$ cat config.mk
export PLATFORM = sky130hd
export DESIGN_NAME = sobel_back
export DESIGN_NICKNAME = d
export VERILOG_FILES = /design/src/hw/rtl/sobel_pkg.sv /design/src/hw/rtl/sobel_back.sv
export SDC_FILE = /design/constraint.sdc
export NUM_CORES = 1
export LEC_CHECK = 0
export ABC_AREA = 1
export CORE_MARGIN = 8
export CORE_UTILIZATION = 58
export CTS_CLUSTER_SIZE = 14
export DETAILED_ROUTE_END_ITERATION = 6
export DONT_BUFFER_PORTS = 1
export PLACE_DENSITY = 0.74
export RECOVER_POWER = 50
export SKIP_LAST_GASP = 1
export SLEW_MARGIN = 40
export SYNTH_ARGS = -nofsm -noshare
export SYNTH_HDL_FRONTEND = slang
export SYNTH_SLANG_ARGS = --single-unit
$ cat constraint.sdc
create_clock -name aclk -period 11 [get_ports aclk]
set_clock_uncertainty 0.1 [all_clocks]
set_input_delay 0.55 -clock aclk [delete_from_list [all_inputs] [get_ports aclk]]
set_output_delay 0.55 -clock aclk [all_outputs]
set_load 0.02 [all_outputs]
$ cat src/hw/rtl/sobel_pkg.sv
`default_nettype none
// ----------------------------------------------------------------------------
// Sobel package
// Shared types and constants for the Sobel edge magnitude block.
// ----------------------------------------------------------------------------
package sobel_pkg;

    localparam int unsigned PIX_W = 8;
    localparam int unsigned POS_W = 11;
    localparam int unsigned DIM_W = 12;

    localparam logic [0:0] CFG_WIDTH  = 1'b0;
    localparam logic [0:0] CFG_HEIGHT = 1'b1;

    // Window for one interior pixel, p[row*3+col], row 0 oldest
    typedef struct packed {
        logic [8:0][PIX_W-1:0] p;
        logic [POS_W-1:0]      col;
        logic [POS_W-1:0]      row;
        logic                  last;
    } sobel_job_t;

    typedef struct packed {
        logic [PIX_W-1:0] edge_value;
        logic [POS_W-1:0] col;
        logic [POS_W-1:0] row;
        logic             last;
    } sobel_res_t;

    // Back end sequence: take job, gradients, squared sum, root steps, output
    typedef enum logic [2:0] {B_IDLE, B_GRAD, B_SUM, B_SQRT, B_OUT} back_state_t;

endpackage
`default_nettype wire

$ cat src/hw/rtl/sobel_back.sv
`default_nettype none
// ----------------------------------------------------------------------------
// Sobel back end
// Gradients, squared sum, digit-by-digit integer square root, output register.
// ----------------------------------------------------------------------------
module sobel_back (
    input  wire                   aclk,
    input  wire                   aresetn,
    input  wire                   job_valid,
    output logic                  job_ready,
    input  sobel_pkg::sobel_job_t job,
    output logic                  res_valid,
    input  wire                   res_ready,
    output sobel_pkg::sobel_res_t res
);
    import sobel_pkg::*;

    localparam logic [16:0] ROOT_TOP = 17'h04000;
    localparam logic [20:0] SAT_LIM  = 21'd65025;

    back_state_t        st_reg, st_next;
    sobel_job_t         j_reg;
    logic signed [11:0] gx_reg, gy_reg;
    logic signed [11:0] gx, gy;
    logic signed [23:0] gx_sq, gy_sq;
    logic [20:0]        sum;
    logic [16:0]        n_reg, r_reg, bit_reg;
    logic [16:0]        trial;
    logic               sat_reg;
    logic               out_go;

    function automatic logic signed [11:0] ext(input logic [7:0] v);
        return $signed({4'b0, v});
    endfunction

    always_comb begin
        gx = (ext(j_reg.p[2]) + (ext(j_reg.p[5]) <<< 1) + ext(j_reg.p[8]))
           - (ext(j_reg.p[0]) + (ext(j_reg.p[3]) <<< 1) + ext(j_reg.p[6]));
        gy = (ext(j_reg.p[0]) + (ext(j_reg.p[1]) <<< 1) + ext(j_reg.p[2]))
           - (ext(j_reg.p[6]) + (ext(j_reg.p[7]) <<< 1) + ext(j_reg.p[8]));
    end

    // Squares are non-negative and below 2^20, so their sum fits 21 bits
    assign gx_sq  = gx_reg * gx_reg;
    assign gy_sq  = gy_reg * gy_reg;
    assign sum    = gx_sq[20:0] + gy_sq[20:0];
    assign trial  = r_reg + bit_reg;
    assign out_go = !res_valid || res_ready;

    always_comb begin
        st_next = st_reg;
        unique case (st_reg)
            B_IDLE: if (job_valid) st_next = B_GRAD;
            B_GRAD: st_next = B_SUM;
            B_SUM:  st_next = B_SQRT;
            B_SQRT: if (bit_reg == 17'd1) st_next = B_OUT;
            B_OUT:  if (out_go) st_next = B_IDLE;
            default: st_next = B_IDLE;
        endcase
    end

    always_comb begin
        job_ready = (st_reg == B_IDLE);
    end

    always_ff @(posedge aclk) begin
        if (!aresetn) begin
            st_reg    <= B_IDLE;
            res_valid <= 1'b0;
        end else begin
            st_reg    <= st_next;
            res_valid <= (st_reg == B_OUT && out_go) || (res_valid && !res_ready);
        end
        unique case (st_reg)
            B_IDLE: if (job_valid) j_reg <= job;
            B_GRAD: begin
                gx_reg <= gx;
                gy_reg <= gy;
            end
            B_SUM: begin
                sat_reg <= sum >= SAT_LIM;
                n_reg   <= sum[16:0];
                r_reg   <= '0;
                bit_reg <= ROOT_TOP;
            end
            // One root bit per cycle, down to the unit bit
            B_SQRT: begin
                if (n_reg >= trial) begin
                    n_reg <= n_reg - trial;
                    r_reg <= (r_reg >> 1) + bit_reg;
                end else begin
                    r_reg <= r_reg >> 1;
                end
                bit_reg <= bit_reg >> 2;
            end
            B_OUT: begin
                if (out_go) begin
                    res.edge_value <= sat_reg ? 8'd255 : r_reg[7:0];
                    res.col  <= j_reg.col;
                    res.row  <= j_reg.row;
                    res.last <= j_reg.last;
                end
            end
            default: ;
        endcase
    end

`ifndef ASSERT_OFF
    a_res_held: assert property (@(posedge aclk) disable iff (!aresetn)
        res_valid && !res_ready |=> res_valid && $stable(res))
        else $error("result changed while stalled");
    a_take_idle: assert property (@(posedge aclk) disable iff (!aresetn)
        job_ready |-> st_reg == B_IDLE) else $error("job taken while busy");
    a_root_bound: assert property (@(posedge aclk) disable iff (!aresetn)
        st_reg == B_OUT |-> sat_reg || r_reg <= 17'd255)
        else $error("root above 255 without saturation");
`endif
endmodule
`default_nettype wire

# [After elaboration in Yosys (flattened, before gate mapping)]
# Cells that the tools add are included.
[word_totals] ff_bits=198 word_cells=71 out_inout_bits=33 in_bits=99
[op_classes] n_eq_ne=9 n_reduce_logical=12 n_lt_le_gt_ge=2 mux=9 addsub=14 mul=2
[ops] cell="$pmux W17 S2" count=3
[ops] cell="$add A10 B8 Y11" count=4
[ops] cell="$mul A12 B12 Y21" count=2
[ops] cell="$add A8 B9 Y10" count=4
[ops] cell="$mux W17" count=2
[ops] cell="$sub A11 B11 Y12" count=2
[ops] cell="$add A21 B21 Y21" count=1
[ops] cell="$ge A21 B16 Y1 const B" count=1
[ops] cell="$add A16 B17 Y17" count=1
[ops] cell="$add A17 B17 Y17" count=1
[ops] cell="$eq A17 B1 Y1 const B" count=1
[ops] cell="$ge A17 B17 Y1" count=1
[ops] cell="$sub A17 B17 Y17" count=1
[ops] cell="$pmux W3 S5" count=1
[ops] cell="$mux W3" count=3
[ops] cell="$ne A2 B2 Y1 const B" count=4
[ops] cell="$eq A3 B2 Y1 const B" count=2
[ops] cell="$reduce_and A2 Y1" count=3
[ops] cell="$eq A3 B1 Y1 const B" count=1
[ops] cell="$eq A3 B3 Y1 const B" count=1
[ops] cell="$logic_not A3 Y1" count=1
[ops] cell="$reduce_and A3 Y1" count=1
[ops] cell="$logic_and A1 B1 Y1" count=2
[ops] cell="$logic_not A1 Y1" count=2
[ops] cell="2 further kinds" count=3

# [Longest topological paths before layout]
[logic_depth] word_depth=4 mapped_depth=30 mapped_depth_nobuf=29

# [Worst setup path before layout]
# OpenSTA, ideal clock, no wires.
[synth_path] path_kind="input -> register" startpoint="input job_valid" endpoint="register j_reg[0] in the netlist's numbering (enable)" setup_slack_ps=3798 setup_time_ps=639 arrival_time_ps=6463 path_stages=2 path_cell_list="inv_1 > nor3_1"
[synth_between] elab_chain_cells=1
[synth_rtl] element="from (decl)" line_no="sobel_back.sv:9" text="input wire job_valid,"
[synth_rtl] element="$reduce_and A2 Y1 (no line)"
[synth_rtl] element="to (signal assigned)" line_no="sobel_back.sv:75" text="B_IDLE: if (job_valid) j_reg <= job;"
[synth_rtl] element="to (decl)" line_no="sobel_back.sv:22" text="sobel_job_t j_reg;"
# Every way passes these cells.
# A chain may end at the register's enable or synchronous reset.

# [Worst setup path in the final report]
[layout_path] startpoint="register gy_reg[0]" endpoint="register sat_reg (data pin)"
[layout_between] elab_chain_cells=3
[layout_rtl] element="from (decl)" line_no="sobel_back.sv:23" text="logic signed [11:0] gx_reg, gy_reg;"
[layout_rtl] element="from (signal assigned)" line_no="sobel_back.sv:78" text="gy_reg <= gy;"
[layout_rtl] element="$mul A12 B12 Y21" line_no="sobel_back.sv:45" text="assign gy_sq = gy_reg * gy_reg;"
[layout_rtl] element="$add A21 B21 Y21" line_no="sobel_back.sv:46" text="assign sum = gx_sq[20:0] + gy_sq[20:0];"
[layout_rtl] element="$ge A21 B16 Y1" line_no="sobel_back.sv:81" text="sat_reg <= sum >= SAT_LIM;"
[layout_rtl] element="to (signal assigned)" line_no="sobel_back.sv:81"
[layout_rtl] element="to (decl)" line_no="sobel_back.sv:29" text="logic sat_reg;"
# Every way passes these cells.

==> summary.md <==
| Metric | Value |
|---|---|
| Die area | 0.0396 mm^2 |
| FP Rows | 67 |
| Synthesis-to-layout area growth | 5.88% |
| Clock insertion delay at the later pin of the skew report | 440 ps |
| Post-synth EDFFs | 185 |
| Cells resized by post-CTS repair | 0 |
| Vias per Instance | 5.10 |
| Asr flop ratio synth | 0 |
| Synthesized cell area | 0.0194 mm^2 |
| Bufs on Longest Clock Path | 2 |
| Worst slew margin | -0.0948 |
| DRT Pass-1 Iters | 5 |
| Status | finished with violations |
| HPWL Detailed | 31.6 mm |
| Max reg flops | 87 |
| Critical Path RT | 11050 ps |
| CTS tree | yes |
| Routed WL | 38.1 mm |
| First-pass GRT wire length | 64.3 mm |
| Htree depth | 4 |
| Largest area contributor in the netlist | fa_1 |
| Avg Cell Area, Syn | 9.90 um^2 |
| CTS root buf | clkbuf_16 |
| Synth warn | 0 |
| Final number of max-transition violations | 41 |
| Total Routing Usage GR | 0.206 |
| DRC viols | 0 |
| Nets | 2506 |
| CP peak stage delay | 860 ps |
| FF+latch count, synth | 189 |
| Cts hold-fix bufs | 0 |
| Fmax | 134 MHz |
| Yosys cell types | 43 |
| Iteration-0 DRC Markers | 612 |
| Avg WL per Cell | 15.8 um |
| Postcts setup bufs | 0 |
| Grt met3 use | 0.0448 |
| Violated checks | capacitance limit, slew limit |
| Starting Density | 0.584 |
| Sink Count | 189 |
| Inst Count DP | 2385 |
| Max Cap Viol | 2 |
| Highest-delay cell along the critical path | edfxtp_1 |
| CP bufs+invs | 3 |
| CTS clock-pin slew for the worst setup and hold paths | 90 ps |
| Final Setup Violations | 0 |
| Top Usage Layer GRT | met2 |
| Worst-Margin Slew | 1640 ps |
| Grt ovf | 0 |
| Met2 Usage GRT | 0.353 |
| Die width | 199 um |
| Non-Filler Instances | 2420 |
| Mapped Cells | 1963 |
| Crit-path max FO | 14 |
| Final period util | 0.677 |
| CP endpoint kind | flop |
| PortBufs | 0 |
| CP arrival | 7490 ps |
| CTS Buf Count | 17 |
| Multi-input gate area | 0.0115 mm^2 |
| Hold crit path type | primary input to flop |
| Crit path cell chain | nand2_1 > fa_1 > inv_1 > fa_1 > fa_1 > fa_1 > fa_1 > fa_1 > inv_1 > fa_1 > inv_1 > ha_1 > a21o_1 > a21oi_1 > nand3_1 > a21oi_1 > xor2_1 > nand3_1 > nor2_1 > nand3_1 |
| Placeable Area | 0.0333 mm^2 |
| Post-route setup TNS | 0 ps |
| Type of the worst setup path | flop to flop |
| Fin crit period | 7440 ps |
| Vias | 12335 |
| Main synth FF type | edfxtp_1 |
| Post-synth top area share | 0.314 |
| Layout cell share with drive strength beyond 1 | 0.0335 |
| CP Depth | 20 |
| Fill cell count | 2677 |
| Syn nets | 2513 |
| IO Count | 132 |
| CP top delay family | adder cells |
| Reg2Reg Depth | 20 |
| Initial antenna violation count | 7 |
| Grt met1 use | 0.258 |
| Hold Path Stages | 0 |
| FF/Latch Area | 0.00564 mm^2 |
| Startpoint Class | flop |
| Vias in the first global route | 13475 |
| Dominant cells by area after synthesis | fa_1 31%, edfxtp_1 29%, inv_1 11%, ha_1 9.4%, nand2_1 6.5% |
| Height of the die | 199 um |
| Most frequent CP cell | fa_1 |
| Pin count of the biggest net entering global routing | 88 |
| Final hold vios | 0 |
| Register area share after synthesis | 0.290 |
| Final GP Congestion | 0.889 |
| Routed Antenna Nets | 0 |
| RSZ-0062 raised after global routing | false |
path summary, 6_finish.rpt:
check	startpoint	end	slack, ps
worst max-delay path	gy_reg[0]	sat_reg	3560
worst min-delay path	job[18]	j_reg[18]	90
worst max register to register	gy_reg[0]	sat_reg	3560
worst min register to register	j_reg[9]	res[9]	330
cell usage in the layout (no fill, tap or decap), types with 17 or more instances in the layout:
master	Yosys	layout
o21ai_0	35	35
nand3_1	46	46
clkbuf_16	0	17
nor2_1	76	74
inv_1	570	570
ha_1	146	146
nand2_1	338	337
fa_1	305	305
xor2_1	43	43
a21oi_1	64	64
xnor2_1	34	34
edfxtp_1	185	185
synth_stat cells (13+ instances only):
| master | count |
|---|---|
| clkbuf_1 | 27 |
| nand3_1 | 46 |
| o21ai_0 | 35 |
| edfxtp_1 | 185 |
| nor2_1 | 76 |
| a21oi_1 | 64 |
| ha_1 | 146 |
| nand2_1 | 338 |
| inv_1 | 570 |
| fa_1 | 305 |
| xnor2_1 | 34 |
| nand4_1 | 15 |
| or2_2 | 13 |
| xor2_1 | 43 |
kinds of logic (layout without fill, tap and decap cells):
kind of cell	count (synthesis)	in the layout	share of synthesized area
xor+xnor	77	77	0.0347
buf+inv	603	609	0.117
mux	1	1	0.000515
flops	189	189	0.290
other cells	0	3	0
simple gates	508	508	0.110
fa+ha+maj	451	451	0.408
compound gates	134	134	0.0391
final cells by class:
| class | instances | share of cell area |
|---|---|---|
| Sequential cell | 189 | 0.274 |
| Inverter | 571 | 0.104 |
| Multi-Input combinational cell | 1171 | 0.560 |
| Timing Repair Buffer | 6 | 0.00237 |
| Clock inverter | 15 | 0.0110 |
| Tap cell | 448 | 0.0273 |
| Antenna cell | 3 | 0.000365 |
| Clock buffer | 17 | 0.0207 |
metrics by stage:
step	utilization	area, um^2	hold slack (ps)	setup slack [ps]
after detailed placement	0.599	19900	305	3560
after CTS	0.618	20600	83.1	3550
after global routing	0.618	20600	76.0	3190
final	0.618	20600	93.6	3560
after floorplan	-	19400	300	3800
after global placement	0.598	19900	301	3660
routing by layer:
layer	part of all wire	vias to the layer above
li1	-	5902
met1	0.41	6059
met2	0.50	307
met3	0.063	61
met4	0.026	6
met5	0.00076	-
worst register-to-register path, cell delays in order, from the launching register on:
cell      delay, ps
edfxtp_1        860
nand2_1         300
fa_1            850
inv_1           150
fa_1            530
fa_1            450
fa_1            570
fa_1            430
fa_1            500
inv_1            50
fa_1            500
inv_1            50
ha_1            320
a21o_1          200
a21oi_1         130
nand3_1         160
a21oi_1         200
xor2_1          380
nand3_1         140
nor2_1          120
nand3_1         160
Power is left out: the tool's default activity adds up to more than one toggle a clock period on the data nets, which glitch-free logic cannot reach.
